**src/sv/trqs_pkg.sv**
```systemverilog
package trqs_pkg;

    // Request codes carried by req_type.
    localparam logic REQ_RESUME  = 1'b0;
    localparam logic REQ_SUSPEND = 1'b1;

    // Status codes reported with each result.
    localparam logic STATUS_MOVED   = 1'b0;
    localparam logic STATUS_IGNORED = 1'b1;

    // Sequencer states.
    typedef enum logic [2:0] {
        ST_INIT,
        ST_IDLE,
        ST_SUS_WALK,
        ST_INS_WALK,
        ST_INS_TAIL,
        ST_RDY_WALK,
        ST_APPEND,
        ST_DONE
    } state_t;

    // Operation of the shared compare unit.
    typedef enum logic {
        CMP_EQ,
        CMP_GT
    } cmp_mode_t;

    // Control from the sequencer to the list walker.
    typedef struct packed {
        logic      start;
        cmp_mode_t mode;
    } walk_ctrl_t;

    // Status from the list walker to the sequencer.
    typedef struct packed {
        logic pend;
        logic hit;
        logic done;
    } walk_stat_t;

endpackage

```
**src/sv/trqs_ram.sv**
```systemverilog
module trqs_ram #(
    parameter int WIDTH = 8,
    parameter int DEPTH = 16
) (
    input  logic                     clk,
    input  logic                     we,
    input  logic [$clog2(DEPTH)-1:0] waddr,
    input  logic [WIDTH-1:0]         wdata,
    input  logic [$clog2(DEPTH)-1:0] raddr,
    output logic [WIDTH-1:0]         rdata
);

    logic [WIDTH-1:0] mem [DEPTH];

    // One write port and one registered read port.
    always_ff @(posedge clk)
    begin
        if (we)
        begin
            mem[waddr] <= wdata;
        end
        rdata <= mem[raddr];
    end

endmodule

```
**src/sv/trqs_walker.sv**
```systemverilog
module trqs_walker #(
    parameter int CNT_W  = 5,
    parameter int ADDR_W = 4,
    parameter int KEY_W  = 8
) (
    input  logic                clk,
    input  logic                rst_n,
    input  trqs_pkg::walk_ctrl_t ctrl,
    input  logic [CNT_W-1:0]    len,
    input  logic [KEY_W-1:0]    key,
    input  logic [KEY_W-1:0]    entry,
    output logic [ADDR_W-1:0]   rd_addr,
    output logic [ADDR_W-1:0]   pidx,
    output trqs_pkg::walk_stat_t stat
);

    logic [CNT_W-1:0]  idx_reg;
    logic [CNT_W-1:0]  idx_next;
    logic              pend_reg;
    logic              pend_next;
    logic              run_reg;
    logic              run_next;
    logic [ADDR_W-1:0] pidx_reg;
    logic [ADDR_W-1:0] pidx_next;
    logic              issue;
    logic              done;

    // A read is issued every cycle while entries remain; the registered RAM port returns the data in the next cycle.
    assign issue   = run_reg && (idx_reg < len);
    assign done    = run_reg && !issue && !pend_reg;
    assign rd_addr = idx_reg[ADDR_W-1:0];
    assign pidx    = pidx_reg;

    always_comb
    begin
        idx_next  = idx_reg;
        pend_next = issue;
        pidx_next = pidx_reg;
        run_next  = run_reg && !done;
        if (ctrl.start)
        begin
            idx_next  = '0;
            pend_next = 1'b0;
            run_next  = 1'b1;
        end
        else if (issue)
        begin
            idx_next  = idx_reg + CNT_W'(1);
            pidx_next = idx_reg[ADDR_W-1:0];
        end
    end

    // Shared compare unit: id match, or entry priority above the key.
    always_comb
    begin
        stat.pend = pend_reg;
        stat.done = done;
        case (ctrl.mode)
            trqs_pkg::CMP_EQ: stat.hit = (entry == key);
            trqs_pkg::CMP_GT: stat.hit = (entry > key);
            default:          stat.hit = 1'b0;
        endcase
    end

    always_ff @(posedge clk or negedge rst_n)
    begin
        if (!rst_n)
        begin
            idx_reg  <= '0;
            pend_reg <= 1'b0;
            run_reg  <= 1'b0;
        end
        else
        begin
            idx_reg  <= idx_next;
            pend_reg <= pend_next;
            run_reg  <= run_next;
        end
    end

    always_ff @(posedge clk)
    begin
        pidx_reg <= pidx_next;
    end

endmodule

```
**src/sv/task_ready_queue_scheduler.sv**
```systemverilog
// Requests: one at a time, the next taken from the cycle after the previous result is loaded;
// a moved resume walks both lists, MAX_TASKS entries in all.
// Reset: asynchronous, active low. After reset an init pass writes the
// suspended list with ids in order; no request is taken until it ends.
module task_ready_queue_scheduler #(
    parameter int MAX_TASKS  = 16,
    parameter int PRIO_WIDTH = 8
) (
    input  logic       clk,
    input  logic       rst_n,
    input  logic       in_valid,
    output logic       in_stall,
    input  logic       req_type,
    input  logic [3:0] task_id,
    input  logic [7:0] priority_req,
    output logic       out_valid,
    input  logic       out_stall,
    output logic       status,
    output logic       ready_empty,
    output logic [3:0] head_task,
    output logic [4:0] ready_count,
    output logic [4:0] suspended_count
);

    localparam int ID_W   = $clog2(MAX_TASKS);
    localparam int CNT_W  = $clog2(MAX_TASKS + 1);
    localparam int RW     = PRIO_WIDTH + ID_W;
    localparam int KW0    = (ID_W > 4) ? ID_W : 4;
    localparam int KEY_W  = (PRIO_WIDTH > KW0) ? PRIO_WIDTH : KW0;
    localparam int PX_W   = (PRIO_WIDTH > 8) ? PRIO_WIDTH : 8;
    localparam int CX_W   = (CNT_W > 5) ? CNT_W : 5;

    trqs_pkg::state_t state_reg;
    trqs_pkg::state_t state_next;

    logic [CNT_W-1:0]      rlen_reg;
    logic [CNT_W-1:0]      rlen_next;
    logic [CNT_W-1:0]      slen_reg;
    logic [CNT_W-1:0]      slen_next;
    logic [ID_W-1:0]       init_cnt_reg;
    logic [ID_W-1:0]       init_cnt_next;
    logic                  found_reg;
    logic                  found_next;
    logic                  placed_reg;
    logic                  placed_next;
    logic [ID_W-1:0]       head_reg;
    logic [ID_W-1:0]       head_next;
    logic [RW-1:0]         carry_reg;
    logic [RW-1:0]         carry_next;
    logic [3:0]            id_reg;
    logic [3:0]            id_next;
    logic [PRIO_WIDTH-1:0] prio_reg;
    logic [PRIO_WIDTH-1:0] prio_next;

    logic                  out_valid_reg;
    logic                  out_valid_next;
    logic                  status_reg;
    logic                  empty_reg;
    logic [3:0]            head_out_reg;
    logic [4:0]            rcnt_reg;
    logic [4:0]            scnt_reg;

    logic                  accept;
    logic                  load_out;
    logic [PX_W-1:0]       prio_ext;
    logic [KEY_W-1:0]      id_key;
    logic [CX_W-1:0]       rlen_ext;
    logic [CX_W-1:0]       slen_ext;
    logic [KEY_W-1:0]      head_ext;

    logic                  sus_we;
    logic [ID_W-1:0]       sus_waddr;
    logic [ID_W-1:0]       sus_wdata;
    logic [ID_W-1:0]       sus_rdata;
    logic                  rdy_we;
    logic [ID_W-1:0]       rdy_waddr;
    logic [RW-1:0]         rdy_wdata;
    logic [RW-1:0]         rdy_rdata;

    trqs_pkg::walk_ctrl_t  wctrl;
    trqs_pkg::walk_stat_t  wstat;
    logic [CNT_W-1:0]      walk_len;
    logic [KEY_W-1:0]      walk_key;
    logic [KEY_W-1:0]      walk_entry;
    logic [ID_W-1:0]       walk_raddr;
    logic [ID_W-1:0]       walk_pidx;

    // A request is taken only while the sequencer waits in idle.
    assign in_stall  = (state_reg != trqs_pkg::ST_IDLE);
    assign accept    = in_valid && !in_stall;
    assign load_out  = (state_reg == trqs_pkg::ST_DONE) && (!out_valid_reg || !out_stall);
    assign prio_ext  = PX_W'(priority_req);
    assign id_key    = KEY_W'(id_reg);
    assign rlen_ext  = CX_W'(rlen_reg);
    assign slen_ext  = CX_W'(slen_reg);
    assign head_ext  = KEY_W'(head_reg);

    // Suspended list and ready queue storage.
    trqs_ram #(
        .WIDTH (ID_W),
        .DEPTH (MAX_TASKS)
    ) u_sus_ram (
        .clk   (clk),
        .we    (sus_we),
        .waddr (sus_waddr),
        .wdata (sus_wdata),
        .raddr (walk_raddr),
        .rdata (sus_rdata)
    );

    trqs_ram #(
        .WIDTH (RW),
        .DEPTH (MAX_TASKS)
    ) u_rdy_ram (
        .clk   (clk),
        .we    (rdy_we),
        .waddr (rdy_waddr),
        .wdata (rdy_wdata),
        .raddr (walk_raddr),
        .rdata (rdy_rdata)
    );

    trqs_walker #(
        .CNT_W  (CNT_W),
        .ADDR_W (ID_W),
        .KEY_W  (KEY_W)
    ) u_walker (
        .clk     (clk),
        .rst_n   (rst_n),
        .ctrl    (wctrl),
        .len     (walk_len),
        .key     (walk_key),
        .entry   (walk_entry),
        .rd_addr (walk_raddr),
        .pidx    (walk_pidx),
        .stat    (wstat)
    );

    // Next state.
    always_comb
    begin
        state_next = state_reg;
        case (state_reg)
            trqs_pkg::ST_INIT:
            begin
                if (init_cnt_reg == ID_W'(MAX_TASKS - 1))
                begin
                    state_next = trqs_pkg::ST_IDLE;
                end
            end
            trqs_pkg::ST_IDLE:
            begin
                if (accept)
                begin
                    if (req_type == trqs_pkg::REQ_RESUME)
                    begin
                        state_next = (rlen_reg < CNT_W'(MAX_TASKS)) ?
                                     trqs_pkg::ST_SUS_WALK : trqs_pkg::ST_DONE;
                    end
                    else
                    begin
                        state_next = (slen_reg < CNT_W'(MAX_TASKS)) ?
                                     trqs_pkg::ST_RDY_WALK : trqs_pkg::ST_DONE;
                    end
                end
            end
            trqs_pkg::ST_SUS_WALK:
            begin
                if (wstat.done)
                begin
                    state_next = found_reg ? trqs_pkg::ST_INS_WALK : trqs_pkg::ST_DONE;
                end
            end
            trqs_pkg::ST_INS_WALK:
            begin
                if (wstat.done)
                begin
                    state_next = trqs_pkg::ST_INS_TAIL;
                end
            end
            trqs_pkg::ST_INS_TAIL:
            begin
                state_next = trqs_pkg::ST_DONE;
            end
            trqs_pkg::ST_RDY_WALK:
            begin
                if (wstat.done)
                begin
                    state_next = found_reg ? trqs_pkg::ST_APPEND : trqs_pkg::ST_DONE;
                end
            end
            trqs_pkg::ST_APPEND:
            begin
                state_next = trqs_pkg::ST_DONE;
            end
            trqs_pkg::ST_DONE:
            begin
                if (load_out)
                begin
                    state_next = trqs_pkg::ST_IDLE;
                end
            end
            default:
            begin
                state_next = trqs_pkg::ST_INIT;
            end
        endcase
    end

    // Outputs of the sequencer: RAM ports, walker control and compare operands.
    always_comb
    begin
        sus_we      = 1'b0;
        sus_waddr   = walk_pidx - ID_W'(1);
        sus_wdata   = sus_rdata;
        rdy_we      = 1'b0;
        rdy_waddr   = walk_pidx;
        rdy_wdata   = carry_reg;
        wctrl.start = 1'b0;
        wctrl.mode  = trqs_pkg::CMP_EQ;
        walk_len    = slen_reg;
        walk_key    = id_key;
        walk_entry  = KEY_W'(sus_rdata);
        case (state_reg)
            trqs_pkg::ST_INIT:
            begin
                sus_we    = 1'b1;
                sus_waddr = init_cnt_reg;
                sus_wdata = init_cnt_reg;
            end
            trqs_pkg::ST_IDLE:
            begin
                if (accept)
                begin
                    wctrl.start = (req_type == trqs_pkg::REQ_RESUME) ?
                                  (rlen_reg < CNT_W'(MAX_TASKS)) :
                                  (slen_reg < CNT_W'(MAX_TASKS));
                end
            end
            trqs_pkg::ST_SUS_WALK:
            begin
                // Entries after the match slide down by one.
                sus_we      = wstat.pend && found_reg;
                wctrl.start = wstat.done && found_reg;
            end
            trqs_pkg::ST_INS_WALK:
            begin
                // Bubble the carried entry in at the first larger priority.
                wctrl.mode = trqs_pkg::CMP_GT;
                walk_len   = rlen_reg;
                walk_key   = KEY_W'(prio_reg);
                walk_entry = KEY_W'(rdy_rdata[RW-1:ID_W]);
                rdy_we     = wstat.pend && (placed_reg || wstat.hit);
            end
            trqs_pkg::ST_INS_TAIL:
            begin
                walk_len  = rlen_reg;
                rdy_we    = 1'b1;
                rdy_waddr = rlen_reg[ID_W-1:0];
            end
            trqs_pkg::ST_RDY_WALK:
            begin
                walk_len   = rlen_reg;
                walk_entry = KEY_W'(rdy_rdata[ID_W-1:0]);
                rdy_we     = wstat.pend && found_reg;
                rdy_waddr  = walk_pidx - ID_W'(1);
                rdy_wdata  = rdy_rdata;
            end
            trqs_pkg::ST_APPEND:
            begin
                sus_we    = 1'b1;
                sus_waddr = slen_reg[ID_W-1:0];
                sus_wdata = id_key[ID_W-1:0];
            end
            default:
            begin
            end
        endcase
    end

    // Datapath registers: list lengths, match flags, carried entry and head copy.
    always_comb
    begin
        rlen_next     = rlen_reg;
        slen_next     = slen_reg;
        init_cnt_next = init_cnt_reg;
        found_next    = found_reg;
        placed_next   = placed_reg;
        carry_next    = carry_reg;
        id_next       = id_reg;
        prio_next     = prio_reg;
        head_next     = head_reg;
        case (state_reg)
            trqs_pkg::ST_INIT:
            begin
                init_cnt_next = init_cnt_reg + ID_W'(1);
            end
            trqs_pkg::ST_IDLE:
            begin
                if (accept)
                begin
                    id_next    = task_id;
                    prio_next  = prio_ext[PRIO_WIDTH-1:0];
                    found_next = 1'b0;
                end
            end
            trqs_pkg::ST_SUS_WALK:
            begin
                if (wstat.pend && !found_reg && wstat.hit)
                begin
                    found_next = 1'b1;
                end
                if (wstat.done && found_reg)
                begin
                    slen_next   = slen_reg - CNT_W'(1);
                    placed_next = 1'b0;
                    carry_next  = {prio_reg, id_key[ID_W-1:0]};
                end
            end
            trqs_pkg::ST_INS_WALK:
            begin
                if (wstat.pend && (placed_reg || wstat.hit))
                begin
                    placed_next = 1'b1;
                    carry_next  = rdy_rdata;
                end
            end
            trqs_pkg::ST_INS_TAIL:
            begin
                rlen_next = rlen_reg + CNT_W'(1);
            end
            trqs_pkg::ST_RDY_WALK:
            begin
                if (wstat.pend && !found_reg && wstat.hit)
                begin
                    found_next = 1'b1;
                end
                if (wstat.done && found_reg)
                begin
                    rlen_next = rlen_reg - CNT_W'(1);
                end
            end
            trqs_pkg::ST_APPEND:
            begin
                slen_next = slen_reg + CNT_W'(1);
            end
            default:
            begin
            end
        endcase
        // Track the entry at the head of the ready queue.
        if (rdy_we && (rdy_waddr == '0))
        begin
            head_next = rdy_wdata[ID_W-1:0];
        end
    end

    // Result register: holds a transaction until the consumer takes it.
    assign out_valid_next = load_out || (out_valid_reg && out_stall);

    always_ff @(posedge clk or negedge rst_n)
    begin
        if (!rst_n)
        begin
            state_reg     <= trqs_pkg::ST_INIT;
            rlen_reg      <= '0;
            slen_reg      <= CNT_W'(MAX_TASKS);
            init_cnt_reg  <= '0;
            found_reg     <= 1'b0;
            placed_reg    <= 1'b0;
            out_valid_reg <= 1'b0;
        end
        else
        begin
            state_reg     <= state_next;
            rlen_reg      <= rlen_next;
            slen_reg      <= slen_next;
            init_cnt_reg  <= init_cnt_next;
            found_reg     <= found_next;
            placed_reg    <= placed_next;
            out_valid_reg <= out_valid_next;
        end
    end

    always_ff @(posedge clk)
    begin
        carry_reg <= carry_next;
        id_reg    <= id_next;
        prio_reg  <= prio_next;
        head_reg  <= head_next;
        if (load_out)
        begin
            status_reg   <= found_reg ? trqs_pkg::STATUS_MOVED : trqs_pkg::STATUS_IGNORED;
            empty_reg    <= (rlen_reg == '0);
            head_out_reg <= (rlen_reg == '0) ? 4'd0 : head_ext[3:0];
            rcnt_reg     <= rlen_ext[4:0];
            scnt_reg     <= slen_ext[4:0];
        end
    end

    assign out_valid       = out_valid_reg;
    assign status          = status_reg;
    assign ready_empty     = empty_reg;
    assign head_task       = head_out_reg;
    assign ready_count     = rcnt_reg;
    assign suspended_count = scnt_reg;

endmodule
```
**config.mk**
```make
export PLATFORM = sky130hd
export DESIGN_NAME = task_ready_queue_scheduler
export DESIGN_NICKNAME = d
export VERILOG_FILES = /design/src/sv/trqs_pkg.sv /design/src/sv/trqs_ram.sv /design/src/sv/trqs_walker.sv /design/src/sv/task_ready_queue_scheduler.sv
export SDC_FILE = /design/constraint.sdc
export NUM_CORES = 1
export LEC_CHECK = 0
export BUFFER_PORTS_ARGS = -buffer_cell sky130_fd_sc_hd__buf_2
export CELL_PAD_IN_SITES_DETAIL_PLACEMENT = 0
export CELL_PAD_IN_SITES_GLOBAL_PLACEMENT = 1
export CORE_ASPECT_RATIO = 0.75
export CORE_MARGIN = 2
export CORE_UTILIZATION = 30
export DETAILED_ROUTE_END_ITERATION = 12
export PLACE_DENSITY_LB_ADDON = 0.2
export SLEW_MARGIN = 40
export SYNTH_ARGS = -nofsm -noshare
export SYNTH_HDL_FRONTEND = slang
export SYNTH_HIERARCHICAL = 1
export SYNTH_SLANG_ARGS = --single-unit
```
**constraint.sdc**
```tcl
create_clock -name clk -period 6.8 [get_ports clk]
set_input_delay 0.68 -clock clk [delete_from_list [all_inputs] [get_ports clk]]
set_output_delay 0.68 -clock clk [all_outputs]
set_load 0.03 [all_outputs]
```
### Word level (Yosys, flattened, before mapping)

Memories as Yosys holds them, arrays and structs flattened. A register that Yosys moved wholly into a read port is not among the register bits.
Cells that the tools add are included.

| storage, ports and cells | value |
|---|---|
| register bits | 75 |
| output and inout port bits | 18 |
| memories kept | 2 |
| RAM bits | 256 |
| logic and storage cells | 145 |

| operators by class | value |
|---|---|
| mux-type cells | 48 |
| $lt $le $gt $ge | 4 |
| reduce and logical (&&, ||, !) cells | 42 |
| equal/unequal tests | 20 |
| bitwise operators | 2 |
| $add $sub $neg | 7 |

Memory list:

| name | words | width | rd ports | clocked after Yosys merged registers in | wr ports | line | text |
|---|---|---|---|---|---|---|---|
| u_rdy_ram.mem | 16 | 12 | 1 | 1 | 1 | trqs_ram.sv:13 | `logic [WIDTH-1:0] mem [DEPTH];` |
| u_sus_ram.mem | 16 | 4 | 1 | 1 | 1 | trqs_ram.sv:13 |  |

Operators with widths:

| cell | count |
|---|---|
| 2-to-1 mux 12 bit | 3 |
| 2-to-1 mux 3 bit | 9 |
| 2-to-1 mux 5 bit | 5 |
| one-hot mux 12 bit (2 select lines) | 1 |
| one-hot mux 4 bit (2 select lines) | 3 |
| one-hot mux 3 bit (7 select lines) | 1 |
| one-hot mux 5 bit (2 select lines) | 2 |
| one-hot mux 8 bit (2 select lines) | 1 |
| adder 5 x 1 -> 5 bit, second input constant | 3 |
| 2-to-1 mux 1 bit | 15 |
| logical AND 1 bit | 13 |
| equality test 3 bit, second input constant | 4 |
| != test 2 bit, second input constant | 6 |
| less-than comparator 5 bit, second input constant | 2 |
| one-hot mux 1 bit (2 select lines) | 5 |
| nonzero test 2 bit | 5 |
| subtractor 5 x 1 -> 5 bit, second input constant | 2 |
| equality test 8 bit | 1 |
| > comparator 8 bit | 1 |
| 2-to-1 mux 8 bit | 1 |
| != test 2 x 1 -> 1 bit, second input constant | 4 |
| AND reduction 2 bit | 4 |
| logical NOT 1 bit | 7 |
| equality test 3 x 2 -> 1 bit, second input constant | 2 |
| 17 further kinds | 23 |

### Longest topological paths before layout

Gate-level depths: netlist of run 1.

| logic depth | value |
|---|---|
| depth after elaboration | 12 |
| mapped depth | 19 |
| depth with buffers taken out | 16 |

### Modules after synthesis

The synthesis of run 1 kept the hierarchy.

Modules (own cells, without submodules):

| module | area an instance (um^2) | cells an instance | times used |
|---|---|---|---|
| trqs_ram (u_rdy_ram) | 7599.8 | 329 | 1 |
| task_ready_queue_scheduler | 3487.1 | 318 | 1 |
| trqs_ram (u_sus_ram) | 2666.3 | 130 | 1 |
| trqs_walker | 839.6 | 88 | 1 |

### Worst setup path before layout of run 1

OpenSTA, ideal clock, no wires.

| timing | value |
|---|---|
| path kind | flip-flop to flip-flop |
| start point | register state_reg[0] |
| end point | memory u_rdy_ram/mem[0][0] in the netlist's numbering (enable) |
| buffers on the path | 3 |
| slack | 2.583 ns |
| cell stages (with the launch flop) | 16 |
| arrival time | 3.821 ns |
| cell sequence | dfrtp_1 -> buf_4 -> clkbuf_1 -> clkbuf_1 -> and3_1 -> inv_1 -> ha_1 -> a21o_1 -> a21o_1 -> a21oi_1 -> a2bb2oi_1 -> a21oi_1 -> o21ai_0 -> o22ai_1 -> or3b_1 -> nor3_1 |

RTL lines:

| what | line | text |
|---|---|---|
| start: declaration | task_ready_queue_scheduler.sv:33 | `trqs_pkg::state_t state_reg;` |
| start signal: assignment | task_ready_queue_scheduler.sv:365 | `state_reg <= trqs_pkg::ST_INIT;` |
| start signal: assignment | task_ready_queue_scheduler.sv:375 | `state_reg <= state_next;` |
| end: declaration | trqs_ram.sv:13 |  |

==> metrics.md, run 1 <==
| Metric | Value |
|---|---|
| Outcome | completed |
| CTS buffer count | 37 |
| Vias per std cell | 4.89 |
| Fraction of power consumed by sequential logic | 54.8% |
| Leak | between 4 and 5 nW |
| Number of flops mapped to enable cells by yosys | just over 300 |
| Pin count of the biggest net entering global routing | 45 |
| Max Fclk | roughly 190 MHz |
| Area growth, synth to finish | 14.1% |
| Die footprint | a little over 50000 um^2 |
| Reg2reg start | state_reg[2]$_DFFE_PN0P_ |
| Critical Path AT | 5520 ps |
| Crit path time final | between 5000 and 6000 ps |
| Worst Path Max Fanout | 22 |
| 1st-iter DRT viols | 627 |
| Synthesized-area fraction occupied by adder cells | under 10% |
| Max reg flops | roughly 190 |
| Clock slew at reported path FFs | approximately 60 ps |
| Clock sinks | around 350 |
| Crit path buf inv count | 3 |
| Max Cap Viol | 0 |
| Ys flop type | edfxtp_1 |
| Syn Area/Cell | 16.9 um^2 |
| Post-CTS setup buffer count | 0 |
| CP most frequent cell | nor2_1 |
| WL final | approximately 35000 um |
| Crit share post-route | approximately 78% |
| Vias in the first global route | 7761 |
| Post-Synth XOR/XNOR Area | less than 1% |
| FILL cells | around 4600 |
| CTS tree | yes |
| Max-slew violations | 0 |
| Net Sw Frac | roughly a fifth |
| Row Count | 69 |
| Port Buffer Count | 34 |
| Vias | 7776 |
| Number of gates resized after CTS | 0 |
| Clk_skew | between 20 and 30 ps |
| Post-layout net count | ~970 |
| Fin cells | roughly 1600 |
| Final hold slack | 187 ps |
| CP required | around 7100 ps |
| Skew-Pair Late Insertion Delay | 540 ps |
| Mux contribution to synthesized area | between 10% and 20% |
| Setup CP Type | reg2reg |
| Worst slew pin tran | ~860 ps |
| Share of cells above drive strength 1 | approximately a fifth |
| Final hold viol count | 0 |
| IR drop worst, VDD | between 0.1 and 0.15 mV |
| Crit-path slowest cell | nor2b_1 |
| Avg WL per Cell | about 22 um |
| Initial antenna violation count | 2 |
| # IOs | 35 |
| Setup TNS | 0 ps |
| Power Dens Cells | between 200 and 300 nW/um^2 |
| Clock buffer depth | 3 |
| Dpl hpwl | approximately 23000 um |
| Cells on worst reg2reg path | 16 |
| Crit path from | state_reg[2]$_DFFE_PN0P_ |
| Number of routed nets with antenna violations | 0 |
| Top flop regs | u_rdy_ram/mem: 192 flops, u_sus_ram/mem: 64 flops |
| Ys async rst share | ~7.8% |
| RSZ-0062 raised after global routing | false |
| Slew HR | 42.6% |
| FF+latch count, synth | approximately 350 |
| Post-CTS Hold Fix Bufs | 0 |
| Max stage delay on crit path | around 660 ps |
| Hold crit path type | in2async |
| Clock power frac | approximately 45% |
| Starting Density | approximately 30% |
| Post-Place Cells | roughly 1500 |
| Largest family of logic cells by synthesized area | multiplexers |
| Reg with most FFs | u_rdy_ram/mem |
| Syn Nets | roughly 900 |
| H-tree levels | 2 |
| Warnings from Yosys | 6 |
| Top delay family on crit path | simple AND/OR/NAND/NOR gates |
| First-pass GRT wire length | 53200 um |
| Critical path depth | 16 |
| Switching power | slightly above 0.0008 W |
| Internal Power | 0.00335 W |
| Sequential area share after synthesis | between 60 and 70% |
| Startpoint Class | register |
| Clk root buf | clkbuf_16 |
| Worst R2R End | u_rdy_ram/mem[10][1]$_DFFE_PP_ |
| Compound-Gate Fraction of Synth Area | between 5 and 6% |
| TritonRoute pass-1 iters | 4 |
| Setup-failing EPs final | 0 |
| Simple-gate share of the synthesized area | 7.37% |
| Cells after synthesis | a little under 900 |
| Die extent in x | 259 um |
| Reg-to-reg setup timing slack | between 1500 and 2000 ps |
| Total track usage | between 10% and 20% |
| CP Capture Type | register |
| Core area | between 40000 and 50000 um^2 |
| Crit-path cells | buf_4 > nor2b_1 > nand2_4 > inv_2 > nor2_1 > a221o_1 > ha_1 > nand2_1 > nor3_1 > nor2_1 > a21oi_1 > o21ai_0 > o22ai_1 > nand3b_1 > nor2_1 > buf_4 |
| Logic gate share of total power | 0.3% |
| RD Place Congestion | 0.749 |
| DRC violations left | 0 |
| Cell area after synthesis | between 10000 and 15000 um^2 |
| Library cells used by synthesis | slightly above 70 |
| Die H | 195 um |
| CP Capture Point | u_rdy_ram/mem[10][1]$_DFFE_PP_ |
| GRT overflow | 0 |
cell type report:
| cell class | count | area, um^2 | area share, % |
|---|---|---|---|
| flip-flops and latches | 347 | 10100 | 60.9 |
| multi-input cells | 453 | 4160 | 25.0 |
| clock buffers | 51 | 1000 | 6.00 |
| well taps | 639 | 800 | 4.80 |
| repair buffers | 59 | 362 | 2.17 |
| clock inverters | 14 | 97.6 | 0.586 |
| inverters | 25 | 93.8 | 0.564 |
| diodes | 1 | 2.50 | 0.0150 |
power groups by stage:
stage          Combinational [W]  Clock, W  Sequential, W
2_1_floorplan         0.00000109         0        0.00233
3_3_place_gp           0.0000121         0        0.00233
3_5_place_dp           0.0000120         0        0.00233
4_1_cts                0.0000121   0.00193        0.00228
5_1_grt                0.0000131   0.00202        0.00228
6_report               0.0000113   0.00187        0.00229
logic make-up (layout without fill, tap and decap cells):
kind of cell    Yosys count  count (layout)
compound gates          109             109
buf+inv                  65             149
simple gates            216             216
xor+xnor                 15              15
fa+ha+maj                26              26
mux                      87              87
other cells               0               1
flops                   347             347
worst register-to-register path, cell delays in order, from the launching register on:
cell	delay (ps)
dfrtp_1	330
buf_4	230
nor2b_1	660
nand2_4	250
inv_2	250
nor2_1	130
a221o_1	320
ha_1	320
nand2_1	80
nor3_1	250
nor2_1	70
a21oi_1	250
o21ai_0	200
o22ai_1	520
nand3b_1	280
nor2_1	570
buf_4	280
worst min path at each step:
stage	start	to	slack (ps)
4_1_cts	rst_n	u_walker/idx_reg[0]$_DFFE_PN0P_	200
3_3_place_gp	placed_reg$_DFFE_PN0P_	placed_reg$_DFFE_PN0P_	500
3_5_place_dp	placed_reg$_DFFE_PN0P_	placed_reg$_DFFE_PN0P_	490
2_1_floorplan	rst_n	found_reg$_DFFE_PN0P_	380
6_report	rst_n	u_walker/idx_reg[2]$_DFFE_PN0P_	190
5_1_grt	rst_n	u_walker/idx_reg[2]$_DFFE_PN0P_	230
metrics by stage:
stage               util [%]  power, W  instance area [um^2]  setup slack, ps
finish                  34.9   0.00417                 16600             1530
global route            34.9   0.00431                 16600             1130
CTS                     34.9   0.00422                 16600             1580
detailed placement      32.6   0.00234                 15500             1590
global placement        32.6   0.00234                 15500             1620
floorplan                  -   0.00233                 14600             2580
Yosys cell counts, types with 5 or more instances:
library cell | n | area [um^2]
dfxtp_1 | 16 | 320
ha_1 | 24 | 300
clkbuf_1 | 13 | 48.8
mux4_2 | 35 | 788
nor2_1 | 47 | 176
nor3_1 | 15 | 75.1
nand3_1 | 17 | 85.1
a21o_1 | 14 | 105
xnor2_1 | 13 | 114
mux2_2 | 11 | 124
mux2_1 | 6 | 67.6
a221o_1 | 7 | 70.1
and3_1 | 13 | 81.3
nand2b_1 | 10 | 62.6
buf_4 | 9 | 67.6
nand2_1 | 73 | 274
a22oi_1 | 30 | 225
edfxtp_1 | 304 | 9130
nor2b_1 | 14 | 87.6
mux4_1 | 29 | 762
o21ai_0 | 13 | 65.1
inv_1 | 21 | 78.8
dfrtp_1 | 26 | 651
a21oi_1 | 21 | 105
mux2i_1 | 5 | 50.1
buf_2 | 12 | 60.1
cells in the final DEF, fill, tap and decap left out, types with 4 or more instances in the layout:
master     instances
a21o_1            13
a21oi_1           21
a221o_1            7
a22oi_1           30
a31oi_1            4
and3_1            12
buf_2             34
buf_4             24
clkbuf_1          13
clkbuf_16         38
clkinv_1           9
dfrtp_1           24
dfxtp_1           16
edfxtp_1         304
ha_1              24
inv_1             21
inv_2              4
mux2_1             6
mux2_2            11
mux2i_1            5
mux4_1            29
mux4_2            35
nand2_1           73
nand2b_1          10
nand3_1           17
nand3b_1           4
nor2_1            46
nor2b_1           12
nor3_1            11
o21ai_0           13
o21ai_1            4
xnor2_1           13
per-layer routing:
metal | track usage [%] | up-vias | wire, um
met1 | 22.2 | 4021 | 17900
met3 | 3.45 | 42 | 1990
met2 | 19.9 | 172 | 14800
li1 | - | 3541 | -
met5 | 0 | - | 0
met4 | 3.23 | 0 | 570
No activity file was read; power rests on OpenSTA's default activity.
==> run 2: changes to the inputs <==
Clock period 6.8 ns to 5.4 ns, I/O delays scaled along.
==> run 2 against run 1 <==
Effect of this change: non-clock buffer count up 7; first-iteration DRC count up 13%; cell count is 0.44% higher; sequential power is 26% higher; hold slack got worse by 130 ps; routed wire length down 1.6%; largest cell class unchanged; sequential share of layout area decreased by 0.31 points; clock power increased by 30%; fmax up 14%; worst setup slack worse by 770 ps.
==> metrics.md, run 2 (synthesis results as in run 1) <==
| Metric | Value |
|---|---|
| DRC violations left | 0 (unchanged) |
| Initial antenna violation count | 4 (+2) |
| Max stage delay on crit path | 640 ps (-20 ps) |
| Reg-to-reg setup timing slack | 760 ps (-770 ps) |
| Avg WL per Cell | 21.8 um (-2.1%) |
| Final hold viol count | 0 (unchanged) |
| Setup TNS | 0 ps (unchanged) |
| Port Buffer Count | 34 (unchanged) |
| Pin count of the biggest net entering global routing | 50 (+11%) |
| 1st-iter DRT viols | 711 (+13%) |
| Worst R2R End | u_rdy_ram/mem[3][3]$_DFFE_PP_ |
| Outcome | completed |
| Critical Path AT | 4850 ps (-670 ps) |
| Vias | 7810 (+0.44%) |
| Die extent in x | 259 um (unchanged) |
| Slew HR | 43.9% (+1.3 points) |
| Crit path time final | 4640 ps (-630 ps) |
| First-pass GRT wire length | 52200 um (-1.9%) |
| CP Capture Type | register |
| Commonest non-fill, non-tap cells in the layout | edfxtp_1 (304), nand2_1 (73), nor2_1 (46) |
| Total track usage | 14.1% (-0.24 points) |
| Clock slew at reported path FFs | 60 ps (about the same) |
| Fraction of power consumed by sequential logic | 54.0% (-0.8 points) |
| IR drop worst, VDD | 0.153 mV (+41%) |
| Setup slack after placement | 835 ps (-755 ps) |
| Worst Path Max Fanout | 20 (-9.1%) |
| Cells on worst reg2reg path | 14 (-2) |
| Leak | 4.83 nW (+1.8%) |
| Internal Power | 0.00431 W (+29%) |
| Max Cap Viol | 0 (unchanged) |
| Max-slew violations | 0 (unchanged) |
| Leading cell type in the layout, fill and taps excluded | edfxtp_1 |
| Setup ws final | 760 ps (-770 ps) |
| Number of routed nets with antenna violations | 0 (unchanged) |
| Crit path buf inv count | 2 (-1) |
| Reg with most FFs | u_rdy_ram/mem |
| Clk root buf | clkbuf_16 |
| Reg2reg start | state_reg[0]$_DFFE_PN0P_ |
| Max Fclk | 216 MHz (+14%) |
| Max reg flops | 192 (unchanged) |
| Setup-failing EPs final | 0 (unchanged) |
| Clock sinks | 347 (unchanged) |
| Die footprint | 50400 um^2 (unchanged) |
| Setup CP Type | reg2reg |
| Switching power | 0.00101 W (+25%) |
| Net Sw Frac | 19.0% (-0.49 points) |
| Crit share post-route | 85.9% (+8.4 points) |
| FILL cells | 4575 (+0.48%) |
| Dpl hpwl | 22700 um (-1.0%) |
| Number of gates resized after CTS | 0 (unchanged) |
| H-tree levels | 2 (unchanged) |
| CP required | 5610 ps (-1440 ps) |
| Post-CTS Hold Fix Bufs | 0 (unchanged) |
| Core area | 47700 um^2 (unchanged) |
| Post-CTS setup buffer count | 0 (unchanged) |
| WL final | 34700 um (-1.6%) |
| Area growth, synth to finish | 14.7% |
| Startpoint Class | register |
| Die H | 195 um (unchanged) |
| RSZ-0062 raised after global routing | false |
| Post-layout net count | 973 (+0.72%) |
| Hold crit path type | in2async |
| Logic gate share of total power | 0.3% (about the same) |
| Share of cells above drive strength 1 | 19.9% (+1.2 points) |
| Antenna cells | 0 (-1) |
| Vias in the first global route | 7935 (+2.2%) |
| Top delay family on crit path | compound AO/OA/AOI/OAI gates |
| TritonRoute pass-1 iters | 4 (unchanged) |
| Vias per std cell | 4.89 (about the same) |
| Row Count | 69 (unchanged) |
| GRT overflow | 0 (unchanged) |
| # IOs | 35 (unchanged) |
| Crit-path slowest cell | dfrtp_1 |
| Power Dens Cells | 318 nW/um^2 (+27%) |
| Crit-path cells | nand3b_4 > inv_2 > nor2_1 > a221o_1 > ha_1 > a21oi_1 > o21ai_0 > a2bb2oi_1 > a21oi_1 > o21ai_0 > o22ai_1 > or3b_1 > nor2_1 > buf_4 |
| Clock power frac | 45.7% (+0.8 points) |
| Top flop regs | u_rdy_ram/mem: 192 flops, u_sus_ram/mem: 64 flops |
| CTS tree | yes |
| Clk_skew | 12.8 ps (-12.2 ps) |
| RD Place Congestion | 0.782 (+4.4%) |
| Worst slew pin tran | 835 ps (-19.9 ps) |
| Clock buffer depth | 3 (unchanged) |
| CTS buffer count | 37 (unchanged) |
| Starting Density | 30.6% (unchanged) |
| Skew-Pair Late Insertion Delay | 530 ps (about the same) |
==> run 2: cell count changes in the layout (fill, tap and decap cells not counted), moves of 2 or more <==
| cell | change |
|---|---|
| buf_4 | +8 |
| clkbuf_8 | +2 |
| clkinv_1 | -9 |
| clkinv_2 | +4 |
| nor3_2 | +3 |
| nor3_4 | -3 |
==> run 2: stage by stage <==
| step | instance area (um^2) | cells | power (W) | hold WS, ps | utilization, % |
|---|---|---|---|---|---|
| final | 16700 | 1596 | 0.00532 | 54.6 | 35.1 |
| after global routing | 16700 | 1596 | 0.00551 | 77.7 | 35.1 |
| after CTS | 16700 | 1596 | 0.00541 | 59.5 | 35.1 |
| after detailed placement | 15600 | 1530 | 0.00295 | 488 | 32.7 |
| after global placement | 15600 | 1530 | 0.00295 | 501 | 32.7 |
| after floorplan | 14600 | 865 | 0.00294 | 244 | - |
==> run 2: worst register-to-register path, stage by stage, from the launching register on <==
cell	delay, ps
dfrtp_1	640
nand3b_4	280
inv_2	350
nor2_1	160
a221o_1	330
ha_1	330
a21oi_1	80
o21ai_0	180
a2bb2oi_1	90
a21oi_1	300
o21ai_0	200
o22ai_1	520
or3b_1	490
nor2_1	110
buf_4	240
==> run 2: how the worst max path moves through the flow <==
stage	slack, ps	endpoint	cells after the start	startpoint
after floorplan	1180	u_rdy_ram/mem[0][0]$_DFFE_PP_	15	state_reg[0]$_DFFE_PN0P_
after global placement	930	u_rdy_ram/mem[1][4]$_DFFE_PP_	14	state_reg[0]$_DFFE_PN0P_
after detailed placement	830	u_rdy_ram/mem[3][5]$_DFFE_PP_	14	state_reg[0]$_DFFE_PN0P_
after CTS	790	u_rdy_ram/mem[3][6]$_DFFE_PP_	14	state_reg[0]$_DFFE_PN0P_
after global routing	470	u_rdy_ram/mem[1][0]$_DFFE_PP_	14	state_reg[0]$_DFFE_PN0P_
final	760	u_rdy_ram/mem[3][3]$_DFFE_PP_	14	state_reg[0]$_DFFE_PN0P_
==> run 2: layer usage <==
layer	share of wire (%)	vias to the layer above	global-route usage, %
met1	52	4044	22.3
li1	-	3547	-
met4	1.7	2	3.49
met3	4.9	41	2.45
met5	0.023	-	0
met2	41	176	19.7
==> run 2: final cells by class <==
| type | count | area, um^2 | area share, % |
|---|---|---|---|
| clock buffer | 54 | 1030 | 6.16 |
| sequential | 347 | 10100 | 60.5 |
| timing repair buffer | 66 | 410 | 2.45 |
| clock inverter | 12 | 131 | 0.785 |
| multi-input combinational | 453 | 4140 | 24.7 |
| tap | 639 | 800 | 4.78 |
| inverter | 25 | 93.8 | 0.561 |
==> run 2: power by group through the flow <==
| stage | logic, W | registers (W) | clock network [W] |
|---|---|---|---|
| floorplan | 0.00000137 | 0.00293 | 0 |
| global placement | 0.0000153 | 0.00293 | 0 |
| detailed placement | 0.0000151 | 0.00293 | 0 |
| CTS | 0.0000153 | 0.00288 | 0.00252 |
| global route | 0.0000164 | 0.00288 | 0.00262 |
| finish | 0.0000145 | 0.00288 | 0.00243 |
